--- config.mk ---
export PLATFORM = sky130hd
export DESIGN_NAME = rv32im_instruction_encoder_top
export DESIGN_NICKNAME = d
export VERILOG_FILES = /design/src/sv/rvenc_pkg.sv /design/src/sv/rv32im_instruction_encoder_top.sv /design/src/sv/rvenc_front.sv /design/src/sv/rvenc_queue.sv /design/src/sv/rvenc_back.sv
export VERILOG_INCLUDE_DIRS = /design/src /design/src/sv
export SDC_FILE = /design/constraint.sdc
export NUM_CORES = 1
export LEC_CHECK = 0
export BUFFER_PORTS_ARGS = -buffer_cell sky130_fd_sc_hd__buf_2
export CORE_ASPECT_RATIO = 1.2
export CORE_MARGIN = 2
export CORE_UTILIZATION = 59
export DETAILED_ROUTE_END_ITERATION = 8
export HOLD_SLACK_MARGIN = 0.03
export PLACE_DENSITY = 0.79
export SYNTH_ARGS = -nofsm -noshare
export SYNTH_HDL_FRONTEND = slang
export SYNTH_SLANG_ARGS = --single-unit
--- constraint.sdc ---
create_clock -name clk -period 5.2 [get_ports clk]
set_input_delay 1.04 -clock clk [delete_from_list [all_inputs] [get_ports clk]]
set_output_delay 1.04 -clock clk [all_outputs]
set_load 0.01 [all_outputs]
--- src/sv/assert_macros.svh ---
// ---------------------------------------------------------------------------
// Assertion macros
// Shared concurrent assertion wrappers for the encoder RTL.
// ---------------------------------------------------------------------------
`ifndef ASSERT_MACROS_SVH
`define ASSERT_MACROS_SVH

// Checked on every rising clk edge outside reset.
`define RVENC_ASSERT(label, prop, msg) \
  label: assert property (@(posedge clk) disable iff (!rst_n) prop) else $error(msg);

// Checked on every rising clk edge, reset included.
`define RVENC_ASSERT_ALWAYS(label, prop, msg) \
  label: assert property (@(posedge clk) prop) else $error(msg);

`endif

--- src/sv/rvenc_pkg.sv ---
// ---------------------------------------------------------------------------
// rvenc_pkg
// Types, opcode constants and the mnemonic table of the RV32IM encoder.
// ---------------------------------------------------------------------------
package rvenc_pkg;

  typedef struct packed {
    logic [5:0]         action;
    logic [4:0]         dest_reg;
    logic [4:0]         src1_reg;
    logic [4:0]         src2_reg;
    logic signed [31:0] imm_value;
  } in_item_t;

  typedef struct packed {
    logic [31:0] word;
    logic        error;
    logic        last;
  } out_item_t;

  typedef enum logic [3:0] {
    KIND_R, KIND_I, KIND_SH, KIND_MV, KIND_JR, KIND_EC, KIND_S,
    KIND_B, KIND_BZ, KIND_U, KIND_J, KIND_JZ, KIND_LI
  } kind_t;

  typedef enum logic [5:0] {
    ACT_JAL, ACT_J, ACT_ADD, ACT_MUL, ACT_SUB, ACT_SLL, ACT_MULH, ACT_SLT,
    ACT_SLTU, ACT_XOR, ACT_DIV, ACT_SRL, ACT_SRA, ACT_OR, ACT_REM, ACT_AND,
    ACT_LB, ACT_LH, ACT_LW, ACT_LBU, ACT_LHU, ACT_ADDI, ACT_MV, ACT_SLLI,
    ACT_SLTI, ACT_SLTIU, ACT_XORI, ACT_SRLI, ACT_SRAI, ACT_ORI, ACT_ANDI,
    ACT_JALR, ACT_JR, ACT_ECALL, ACT_SB, ACT_SH, ACT_SW, ACT_BEQ, ACT_BEQZ,
    ACT_BNE, ACT_BNEZ, ACT_BLT, ACT_BGE, ACT_BLTU, ACT_BGEU, ACT_AUIPC,
    ACT_LUI, ACT_LI
  } action_t;

  localparam logic [6:0] OPC_LOAD   = 7'h03;
  localparam logic [6:0] OPC_OPIMM  = 7'h13;
  localparam logic [6:0] OPC_AUIPC  = 7'h17;
  localparam logic [6:0] OPC_STORE  = 7'h23;
  localparam logic [6:0] OPC_OP     = 7'h33;
  localparam logic [6:0] OPC_LUI    = 7'h37;
  localparam logic [6:0] OPC_BRANCH = 7'h63;
  localparam logic [6:0] OPC_JALR   = 7'h67;
  localparam logic [6:0] OPC_JAL    = 7'h6f;
  localparam logic [6:0] OPC_SYSTEM = 7'h73;

  localparam logic [6:0] F7_BASE   = 7'h00;
  localparam logic [6:0] F7_MULDIV = 7'h01;
  localparam logic [6:0] F7_ALT    = 7'h20;

  localparam logic [31:0] ECALL_WORD = {25'd0, OPC_SYSTEM};

  localparam logic signed [31:0] IMM12_MIN  = -32'sd2048;
  localparam logic signed [31:0] IMM12_MAX  = 32'sd2047;
  localparam logic signed [31:0] SHAMT_MAX  = 32'sd31;
  localparam logic signed [31:0] BOFF_MIN   = -32'sd4096;
  localparam logic signed [31:0] BOFF_MAX   = 32'sd4094;
  localparam logic signed [31:0] UIMM_MAX   = 32'sd1048575;
  localparam logic signed [31:0] JOFF_MIN   = -32'sd1048576;
  localparam logic signed [31:0] JOFF_MAX   = 32'sd1048575;
  localparam logic signed [31:0] LI_BAD     = 32'sh8000_0000;

  typedef struct packed {
    logic       known;
    kind_t      kind;
    logic [6:0] opc;
    logic [2:0] f3;
    logic [6:0] f7;
  } op_row_t;

  typedef struct packed {
    logic        err;
    logic        li_two;
    kind_t       kind;
    logic [6:0]  opc;
    logic [2:0]  f3;
    logic [6:0]  f7;
    logic [4:0]  rd;
    logic [4:0]  rs1;
    logic [4:0]  rs2;
    logic [31:0] imm;
  } q_entry_t;

  localparam int QDEPTH = 2;
  localparam int QPTR_W = $clog2(QDEPTH);
  localparam int QCNT_W = $clog2(QDEPTH + 1);

  function automatic op_row_t mk_row(input kind_t k, input logic [6:0] o,
                                     input logic [2:0] f, input logic [6:0] h);
    op_row_t r;
    r.known = 1'b1;
    r.kind  = k;
    r.opc   = o;
    r.f3    = f;
    r.f7    = h;
    return r;
  endfunction

  function automatic op_row_t lookup_op(input logic [5:0] act);
    op_row_t r;
    unique case (action_t'(act))
      ACT_JAL:   r = mk_row(KIND_J,  OPC_JAL,    3'd0, F7_BASE);
      ACT_J:     r = mk_row(KIND_JZ, OPC_JAL,    3'd0, F7_BASE);
      ACT_ADD:   r = mk_row(KIND_R,  OPC_OP,     3'd0, F7_BASE);
      ACT_MUL:   r = mk_row(KIND_R,  OPC_OP,     3'd0, F7_MULDIV);
      ACT_SUB:   r = mk_row(KIND_R,  OPC_OP,     3'd0, F7_ALT);
      ACT_SLL:   r = mk_row(KIND_R,  OPC_OP,     3'd1, F7_BASE);
      ACT_MULH:  r = mk_row(KIND_R,  OPC_OP,     3'd1, F7_MULDIV);
      ACT_SLT:   r = mk_row(KIND_R,  OPC_OP,     3'd2, F7_BASE);
      ACT_SLTU:  r = mk_row(KIND_R,  OPC_OP,     3'd3, F7_BASE);
      ACT_XOR:   r = mk_row(KIND_R,  OPC_OP,     3'd4, F7_BASE);
      ACT_DIV:   r = mk_row(KIND_R,  OPC_OP,     3'd4, F7_MULDIV);
      ACT_SRL:   r = mk_row(KIND_R,  OPC_OP,     3'd5, F7_BASE);
      ACT_SRA:   r = mk_row(KIND_R,  OPC_OP,     3'd5, F7_ALT);
      ACT_OR:    r = mk_row(KIND_R,  OPC_OP,     3'd6, F7_BASE);
      ACT_REM:   r = mk_row(KIND_R,  OPC_OP,     3'd6, F7_MULDIV);
      ACT_AND:   r = mk_row(KIND_R,  OPC_OP,     3'd7, F7_BASE);
      ACT_LB:    r = mk_row(KIND_I,  OPC_LOAD,   3'd0, F7_BASE);
      ACT_LH:    r = mk_row(KIND_I,  OPC_LOAD,   3'd1, F7_BASE);
      ACT_LW:    r = mk_row(KIND_I,  OPC_LOAD,   3'd2, F7_BASE);
      ACT_LBU:   r = mk_row(KIND_I,  OPC_LOAD,   3'd4, F7_BASE);
      ACT_LHU:   r = mk_row(KIND_I,  OPC_LOAD,   3'd5, F7_BASE);
      ACT_ADDI:  r = mk_row(KIND_I,  OPC_OPIMM,  3'd0, F7_BASE);
      ACT_MV:    r = mk_row(KIND_MV, OPC_OPIMM,  3'd0, F7_BASE);
      ACT_SLLI:  r = mk_row(KIND_SH, OPC_OPIMM,  3'd1, F7_BASE);
      ACT_SLTI:  r = mk_row(KIND_I,  OPC_OPIMM,  3'd2, F7_BASE);
      ACT_SLTIU: r = mk_row(KIND_I,  OPC_OPIMM,  3'd3, F7_BASE);
      ACT_XORI:  r = mk_row(KIND_I,  OPC_OPIMM,  3'd4, F7_BASE);
      ACT_SRLI:  r = mk_row(KIND_SH, OPC_OPIMM,  3'd5, F7_BASE);
      ACT_SRAI:  r = mk_row(KIND_SH, OPC_OPIMM,  3'd5, F7_ALT);
      ACT_ORI:   r = mk_row(KIND_I,  OPC_OPIMM,  3'd6, F7_BASE);
      ACT_ANDI:  r = mk_row(KIND_I,  OPC_OPIMM,  3'd7, F7_BASE);
      ACT_JALR:  r = mk_row(KIND_I,  OPC_JALR,   3'd0, F7_BASE);
      ACT_JR:    r = mk_row(KIND_JR, OPC_JALR,   3'd0, F7_BASE);
      ACT_ECALL: r = mk_row(KIND_EC, OPC_SYSTEM, 3'd0, F7_BASE);
      ACT_SB:    r = mk_row(KIND_S,  OPC_STORE,  3'd0, F7_BASE);
      ACT_SH:    r = mk_row(KIND_S,  OPC_STORE,  3'd1, F7_BASE);
      ACT_SW:    r = mk_row(KIND_S,  OPC_STORE,  3'd2, F7_BASE);
      ACT_BEQ:   r = mk_row(KIND_B,  OPC_BRANCH, 3'd0, F7_BASE);
      ACT_BEQZ:  r = mk_row(KIND_BZ, OPC_BRANCH, 3'd0, F7_BASE);
      ACT_BNE:   r = mk_row(KIND_B,  OPC_BRANCH, 3'd1, F7_BASE);
      ACT_BNEZ:  r = mk_row(KIND_BZ, OPC_BRANCH, 3'd1, F7_BASE);
      ACT_BLT:   r = mk_row(KIND_B,  OPC_BRANCH, 3'd4, F7_BASE);
      ACT_BGE:   r = mk_row(KIND_B,  OPC_BRANCH, 3'd5, F7_BASE);
      ACT_BLTU:  r = mk_row(KIND_B,  OPC_BRANCH, 3'd6, F7_BASE);
      ACT_BGEU:  r = mk_row(KIND_B,  OPC_BRANCH, 3'd7, F7_BASE);
      ACT_AUIPC: r = mk_row(KIND_U,  OPC_AUIPC,  3'd0, F7_BASE);
      ACT_LUI:   r = mk_row(KIND_U,  OPC_LUI,    3'd0, F7_BASE);
      ACT_LI:    r = mk_row(KIND_LI, OPC_LUI,    3'd0, F7_BASE);
      default: begin
        r = mk_row(KIND_R, OPC_OP, 3'd0, F7_BASE);
        r.known = 1'b0;
      end
    endcase
    return r;
  endfunction

endpackage

--- src/sv/rv32im_instruction_encoder_top.sv ---
// ---------------------------------------------------------------------------
// rv32im_instruction_encoder_top
// RV32IM instruction encoder: mnemonic code and operands in, machine words out.
// ---------------------------------------------------------------------------
// Usage:
//   Input channel in_valid / in_stall / in_data carries one mnemonic code,
//   rd, rs1, rs2 and a signed immediate; a transfer happens on a clk edge
//   with in_valid high and in_stall low.
//   Output channel out_valid / out_stall / out_data returns the machine
//   word, an error flag and a last flag per result.
//   Most items give one result; li with an immediate outside 12 bits gives
//   a lui word (last low) followed by an addi word (last high). An unknown
//   code or an out-of-range immediate gives one result: word 0, error high.
//   After the input register loads on the transfer edge, the item goes
//   through the queue write, then the output register, before out_valid rises.
//   Throughput is one item per cycle while out_stall is low; a two-word
//   li holds the word builder for both words and stalls a continuous stream.
//   While out_stall is high the output register holds; the two-entry queue
//   and input register fill, then in_stall rises.
//   rst_n is synchronous and active low; it empties every stage.
// ---------------------------------------------------------------------------
module rv32im_instruction_encoder_top import rvenc_pkg::*; (
  input  logic      clk,
  input  logic      rst_n,
  input  logic      in_valid,
  output logic      in_stall,
  input  in_item_t  in_data,
  output logic      out_valid,
  input  logic      out_stall,
  output out_item_t out_data
);

  logic     q_push, q_full, q_pop, q_empty;
  q_entry_t q_wdata, q_rdata;

  rvenc_front u_front (
    .clk      (clk),
    .rst_n    (rst_n),
    .in_valid (in_valid),
    .in_stall (in_stall),
    .in_data  (in_data),
    .q_full   (q_full),
    .q_push   (q_push),
    .q_wdata  (q_wdata)
  );

  rvenc_queue u_queue (
    .clk   (clk),
    .rst_n (rst_n),
    .push  (q_push),
    .wdata (q_wdata),
    .full  (q_full),
    .pop   (q_pop),
    .empty (q_empty),
    .rdata (q_rdata)
  );

  rvenc_back u_back (
    .clk       (clk),
    .rst_n     (rst_n),
    .q_empty   (q_empty),
    .q_rdata   (q_rdata),
    .q_pop     (q_pop),
    .out_valid (out_valid),
    .out_stall (out_stall),
    .out_data  (out_data)
  );

endmodule

--- src/sv/rvenc_front.sv ---
// ---------------------------------------------------------------------------
// rvenc_front
// Input register, mnemonic lookup and immediate range check; pushes one
// classified entry per item into the queue.
// ---------------------------------------------------------------------------
`include "assert_macros.svh"

module rvenc_front import rvenc_pkg::*; (
  input  logic     clk,
  input  logic     rst_n,
  input  logic     in_valid,
  output logic     in_stall,
  input  in_item_t in_data,
  input  logic     q_full,
  output logic     q_push,
  output q_entry_t q_wdata
);

  logic     valid_r, valid_nxt;
  in_item_t item_r;
  logic     load;
  op_row_t  row;
  logic     range_ok;
  logic     small_imm;
  logic signed [31:0] s;

  assign in_stall = valid_r && q_full;
  assign load     = !in_stall;
  assign q_push   = valid_r && !q_full;

  always_comb begin
    valid_nxt = valid_r;
    if (load) begin
      valid_nxt = in_valid;
    end
  end

  always_ff @(posedge clk) begin
    if (!rst_n) begin
      valid_r <= 1'b0;
    end else begin
      valid_r <= valid_nxt;
    end
  end

  always_ff @(posedge clk) begin
    if (load && in_valid) begin
      item_r <= in_data;
    end
  end

  assign row       = lookup_op(item_r.action);
  assign s         = item_r.imm_value;
  assign small_imm = (s >= IMM12_MIN) && (s <= IMM12_MAX);

  always_comb begin
    case (row.kind)
      KIND_I, KIND_S:   range_ok = small_imm;
      KIND_SH:          range_ok = (s >= 32'sd0) && (s <= SHAMT_MAX);
      KIND_B, KIND_BZ:  range_ok = (s >= BOFF_MIN) && (s <= BOFF_MAX);
      KIND_U:           range_ok = (s >= 32'sd0) && (s <= UIMM_MAX);
      KIND_J, KIND_JZ:  range_ok = (s >= JOFF_MIN) && (s <= JOFF_MAX);
      KIND_LI:          range_ok = (s != LI_BAD);
      default:          range_ok = 1'b1;
    endcase
  end

  always_comb begin
    q_wdata.err    = !row.known || !range_ok;
    q_wdata.li_two = !small_imm;
    q_wdata.kind   = row.kind;
    q_wdata.opc    = row.opc;
    q_wdata.f3     = row.f3;
    q_wdata.f7     = row.f7;
    q_wdata.rd     = item_r.dest_reg;
    q_wdata.rs1    = item_r.src1_reg;
    q_wdata.rs2    = item_r.src2_reg;
    q_wdata.imm    = item_r.imm_value;
  end

  // a held item must be pushed before a new one can land in the register
  `RVENC_ASSERT(a_front_hold, valid_r && q_full |=> valid_r && $stable(item_r), "front item lost while queue full")

endmodule

--- src/sv/rvenc_queue.sv ---
// ---------------------------------------------------------------------------
// rvenc_queue
// Small FIFO of classified entries between the front and back halves.
// ---------------------------------------------------------------------------
`include "assert_macros.svh"

module rvenc_queue import rvenc_pkg::*; (
  input  logic     clk,
  input  logic     rst_n,
  input  logic     push,
  input  q_entry_t wdata,
  output logic     full,
  input  logic     pop,
  output logic     empty,
  output q_entry_t rdata
);

  q_entry_t            mem_r [QDEPTH];
  logic [QPTR_W-1:0]   wr_ptr_r, wr_ptr_nxt;
  logic [QPTR_W-1:0]   rd_ptr_r, rd_ptr_nxt;
  logic [QCNT_W-1:0]   cnt_r, cnt_nxt;

  assign full  = (cnt_r == QCNT_W'(QDEPTH));
  assign empty = (cnt_r == '0);
  assign rdata = mem_r[rd_ptr_r];

  always_comb begin
    wr_ptr_nxt = wr_ptr_r;
    rd_ptr_nxt = rd_ptr_r;
    cnt_nxt    = cnt_r;
    if (push) begin
      wr_ptr_nxt = wr_ptr_r + 1'b1;
    end
    if (pop) begin
      rd_ptr_nxt = rd_ptr_r + 1'b1;
    end
    if (push && !pop) begin
      cnt_nxt = cnt_r + 1'b1;
    end else if (pop && !push) begin
      cnt_nxt = cnt_r - 1'b1;
    end
  end

  always_ff @(posedge clk) begin
    if (!rst_n) begin
      wr_ptr_r <= '0;
      rd_ptr_r <= '0;
      cnt_r    <= '0;
    end else begin
      wr_ptr_r <= wr_ptr_nxt;
      rd_ptr_r <= rd_ptr_nxt;
      cnt_r    <= cnt_nxt;
    end
  end

  always_ff @(posedge clk) begin
    if (push) begin
      mem_r[wr_ptr_r] <= wdata;
    end
  end

  `RVENC_ASSERT(a_q_no_overflow, !(push && full), "push into full queue")
  `RVENC_ASSERT(a_q_count, push && !pop |=> cnt_r == $past(cnt_r) + 1'b1, "queue count slip")

endmodule

--- src/sv/rvenc_back.sv ---
// ---------------------------------------------------------------------------
// rvenc_back
// Builds machine words from queue entries into the output register; a
// two-word li holds its queue entry until its second word is taken.
// ---------------------------------------------------------------------------
`include "assert_macros.svh"

module rvenc_back import rvenc_pkg::*; (
  input  logic      clk,
  input  logic      rst_n,
  input  logic      q_empty,
  input  q_entry_t  q_rdata,
  output logic      q_pop,
  output logic      out_valid,
  input  logic      out_stall,
  output out_item_t out_data
);

  logic      out_valid_r, out_valid_nxt;
  out_item_t out_data_r, out_data_nxt;
  logic      phase_r, phase_nxt;
  logic      adv, take, two;
  logic [4:0]  rs2_f, rd_f;
  logic [19:0] up;
  logic [31:0] imm;
  logic [31:0] word;

  assign adv   = !out_valid_r || !out_stall;
  assign take  = adv && !q_empty;
  assign two   = !q_rdata.err && (q_rdata.kind == KIND_LI) && q_rdata.li_two;
  assign q_pop = take && (!two || phase_r);

  assign imm   = q_rdata.imm;
  // lui part rounds up when the addi part will be negative
  assign up    = imm[31:12] + {19'd0, imm[11]};
  assign rs2_f = (q_rdata.kind == KIND_BZ) ? 5'd0 : q_rdata.rs2;
  assign rd_f  = (q_rdata.kind == KIND_JZ) ? 5'd0 : q_rdata.rd;

  always_comb begin
    case (q_rdata.kind)
      KIND_R:  word = {q_rdata.f7, q_rdata.rs2, q_rdata.rs1, q_rdata.f3,
                       q_rdata.rd, q_rdata.opc};
      KIND_I:  word = {imm[11:0], q_rdata.rs1, q_rdata.f3, q_rdata.rd, q_rdata.opc};
      KIND_SH: word = {q_rdata.f7, imm[4:0], q_rdata.rs1, q_rdata.f3,
                       q_rdata.rd, q_rdata.opc};
      KIND_MV: word = {12'd0, q_rdata.rs1, 3'd0, q_rdata.rd, q_rdata.opc};
      KIND_JR: word = {12'd0, q_rdata.rs1, 3'd0, 5'd0, q_rdata.opc};
      KIND_EC: word = ECALL_WORD;
      KIND_S:  word = {imm[11:5], q_rdata.rs2, q_rdata.rs1, q_rdata.f3,
                       imm[4:0], q_rdata.opc};
      KIND_B, KIND_BZ:
               word = {imm[12], imm[10:5], rs2_f, q_rdata.rs1, q_rdata.f3,
                       imm[4:1], imm[11], q_rdata.opc};
      KIND_U:  word = {imm[19:0], q_rdata.rd, q_rdata.opc};
      KIND_J, KIND_JZ:
               word = {imm[20], imm[10:1], imm[11], imm[19:12], rd_f, q_rdata.opc};
      KIND_LI: begin
        if (!two) begin
          word = {imm[11:0], 5'd0, 3'd0, q_rdata.rd, OPC_OPIMM};
        end else if (!phase_r) begin
          word = {up, q_rdata.rd, OPC_LUI};
        end else begin
          word = {imm[11:0], q_rdata.rd, 3'd0, q_rdata.rd, OPC_OPIMM};
        end
      end
      default: word = '0;
    endcase
  end

  always_comb begin
    out_data_nxt.word  = q_rdata.err ? 32'd0 : word;
    out_data_nxt.error = q_rdata.err;
    out_data_nxt.last  = !(two && !phase_r);
  end

  always_comb begin
    out_valid_nxt = out_valid_r;
    phase_nxt     = phase_r;
    if (take) begin
      out_valid_nxt = 1'b1;
      phase_nxt     = two && !phase_r;
    end else if (adv) begin
      out_valid_nxt = 1'b0;
    end
  end

  always_ff @(posedge clk) begin
    if (!rst_n) begin
      out_valid_r <= 1'b0;
      phase_r     <= 1'b0;
    end else begin
      out_valid_r <= out_valid_nxt;
      phase_r     <= phase_nxt;
    end
  end

  always_ff @(posedge clk) begin
    if (take) begin
      out_data_r <= out_data_nxt;
    end
  end

  assign out_valid = out_valid_r;
  assign out_data  = out_data_r;

  `RVENC_ASSERT(a_err_word, out_valid_r && out_data_r.error |-> out_data_r.word == 32'd0 && out_data_r.last, "error result malformed")
  `RVENC_ASSERT(a_li_head, phase_r |-> !q_empty && !out_data_r.last, "li second word lost its entry")

endmodule

==> out/qor.yml <==
syn_inst: 731
ant_nets: 0
coreArea_sq_um: 17400
critPathBufInv: 1
gp_congestion: 0.982
crit_type: "reg2reg"
cp_top_family: "compound AO/OA/AOI/OAI gates"
start_util_pct: 59.9
htree_levels: 1
cp_slowest_cell: "dfxtp_4"
die_area_sq_um: 18800
drv_cap: 0
dr.first_iter.drc_count: 740
setup_viol: 0
fin_crit_ns: 3.45
worst_pin_slew_ns: 1.16
ios: 93
cts_setup_buffers: 0
post-route-period-util_pct: 66.3
postCtsResizedCells: 0
critPathLaunchType: "flip-flop"
clk_pin_slew_ns: 0.06
rsz0062_at_grt: "no"
regToRegSetupSlack_ns: 1.75
antenna_found_initial: 0
wl_per_cell_um: 21.6
fin_area_sq_um: 11800
synth_area_sq_um: 10400
path_cells: "buf_4, mux2i_1, a211oi_2, nand4_1, xor2_1, a222oi_1, nor2_1"
die_h_um: 150
ys_seq_area_share_pct: 65.3
ys_seq_elements: 235
grt_pass1_vias: 6638
synth_edf_count: 212
cts_tree: "built"
diodes: 0
drc: 0
finalNetCount: 900
path_depth: 7
whs_ns: 0.430
ys.flop_type: "edfxtp_1"
status: "complete, no violations"
clockBufferDepth: 3
cp_max_fo: 54
track_usage_pct: 24.5
arrival_ns: 3.67
area_growth_syn_to_layout_pct: 12.9
crit_path_end_kind: "flip-flop"
avgSynthCellArea_sq_um: 14.3
die_w_um: 125
ys_types: 78
async_flop_share_pct: 0
r2r_end: "u_back.out_data[31]"
relSlewSlack_pct: 20.2
syn-num-nets: 803
place_area_sq_um: 11100
cts_sinks: 235
routed_wl_mm: 23.0
dp_hpwl_mm: 16.0
clock_latency_ns: 0.51
port_buffers: 92
finalNonFillerCells: 1063
postLayoutCoreUtil_pct: 67.6
worstSetupEndpoint: "u_back.out_data[31]"
cts_made_buffers: 23
p_leak_nw: 4.20
vias: 6694
skew_ns: 0.0133
peakVddDrop_mv: 0.245
drive_gt1_share_pct: 23.3
grt_pass1_wl_mm: 36.2
yosysWarnings: 0
clock.fmax_mhz: 290
floorplan.rows: 53
dr.pass1.iters: 7
tns_ns: 0
cts_root_buf: "clkbuf_16"
hp-class: "reg2reg"
dp.cells: 1023
required_ns: 5.42
grt_max_degree: 65
rr_worst_depth: 7
gr-total-overflow: 0
postCtsHoldBufs: 0
cp_slowest_stage_delay_ns: 0.86
slew_viol_final: 0
vias_per_cell: 6.30
cellPowerDensity_nw_per_um2: 463
hold_violations: 0
-- cell usage after synthesis, types with 9 or more instances --
master | instances | area [sq um]
mux2i_1 | 34 | 340
o21ai_0 | 23 | 115
edfxtp_1 | 212 | 6370
nand3_1 | 24 | 120
nor2_1 | 33 | 124
ha_1 | 15 | 188
nor3_1 | 12 | 60.1
nand2_1 | 47 | 176
a222oi_1 | 16 | 160
dfxtp_1 | 23 | 460
xnor2_1 | 12 | 105
nand2b_1 | 9 | 56.3
inv_1 | 18 | 67.6
mux2_2 | 38 | 428
a21oi_1 | 35 | 175
nand4_1 | 20 | 125
xor2_1 | 12 | 105
buf_2 | 12 | 60.1
-- worst register-to-register path, delay by kind of cell, from the launching register on --
family,cells,cell delay (ns)
flops,1,0.86
xor+xnor,1,0.20
simple gates,2,0.28
compound gates,2,0.88
mux,1,0.33
buf+inv,1,0.63
-- through the flow --
stage	setup WS, ns	power (mW)
2_1_floorplan	1.44	3.48
3_3_place_gp	1.58	3.84
3_5_place_dp	1.48	3.88
4_1_cts	1.80	5.47
5_1_grt	1.54	5.70
6_report	1.75	5.47
-- how the worst min path moves through the flow --
stage | startpoint | endpoint | slack, ns | depth (start not counted)
after detailed placement | u_front.row[7] | u_queue.mem_r[0][54] | 0.42 | 0
after floorplan | u_front.row[0] | u_queue.mem_r[0][47] | 0.40 | 0
after global placement | u_front.row[15] | u_queue.mem_r[0][62] | 0.41 | 0
after CTS | u_front.row[0] | u_queue.mem_r[0][47] | 0.43 | 0
final | u_front.row[7] | u_queue.mem_r[0][54] | 0.43 | 0
after global routing | u_front.row[7] | u_queue.mem_r[0][54] | 0.45 | 0
-- sequential cells by signal, summed over array words and instances (netlist names), 2 cells and up, named ones only --
register,count
u_front.row,15
u_front.s,32
u_back.out_data,33
u_queue.cnt_r,2
u_front.q_wdata,15
u_front.item_r,6
u_queue.mem_r,126
-- layout make-up --
class | instances | area (sq um)
clock buffers | 28 | 604
clock inverters | 12 | 120
fillers | 1189 | 5640
inverters | 20 | 75.1
multi-input cells | 450 | 3390
flip-flops and latches | 235 | 6830
well taps | 220 | 275
repair buffers | 98 | 505
-- routing by layer --
layer,track usage [%],part of all wire (%)
met3,3.90,7.7
met1,33.5,41
met5,0,0
met2,40.6,49
met4,8.11,2.7
-- cell usage in the layout, fill, tap and decap left out, types with 4 or more instances in the layout --
cell type / count
o21ai_0: 23
nand2_1: 47
clkbuf_16: 23
nor2b_1: 8
a222oi_1: 16
nand2b_1: 9
xor2_1: 12
a21oi_1: 35
a2bb2oi_1: 4
and2_1: 5
a221oi_1: 4
a211oi_1: 7
o22a_1: 4
nor2_1: 32
nand3_1: 24
inv_1: 18
a21boi_0: 4
mux2_2: 38
ha_1: 15
buf_2: 92
clkbuf_1: 4
a21o_1: 8
nor3_1: 12
edfxtp_1: 212
clkinvlp_4: 4
buf_4: 6
nand4_1: 20
dfxtp_1: 22
nor4_1: 7
mux2i_1: 34
xnor2_1: 12
-- power breakdown --
part           internal, mW  leakage, nW  switching (mW)
Clock                 0.926        0.341           0.668
Sequential             2.42         2.18           0.196
Combinational         0.496         1.68           0.761
-- cells by family (layout without fill, tap and decap cells) --
kind of cell    after synthesis  count (layout)  synth area share, %
flops                       235             235                 65.3
mux                          77              77                 8.20
simple gates                192             192                 10.2
fa+ha+maj                    15              15                 1.80
xor+xnor                     24              24                 2.01
buf+inv                      46             158                 2.34
compound gates              142             142                 10.1
Note: power is estimated with default switching activity, not from simulation.
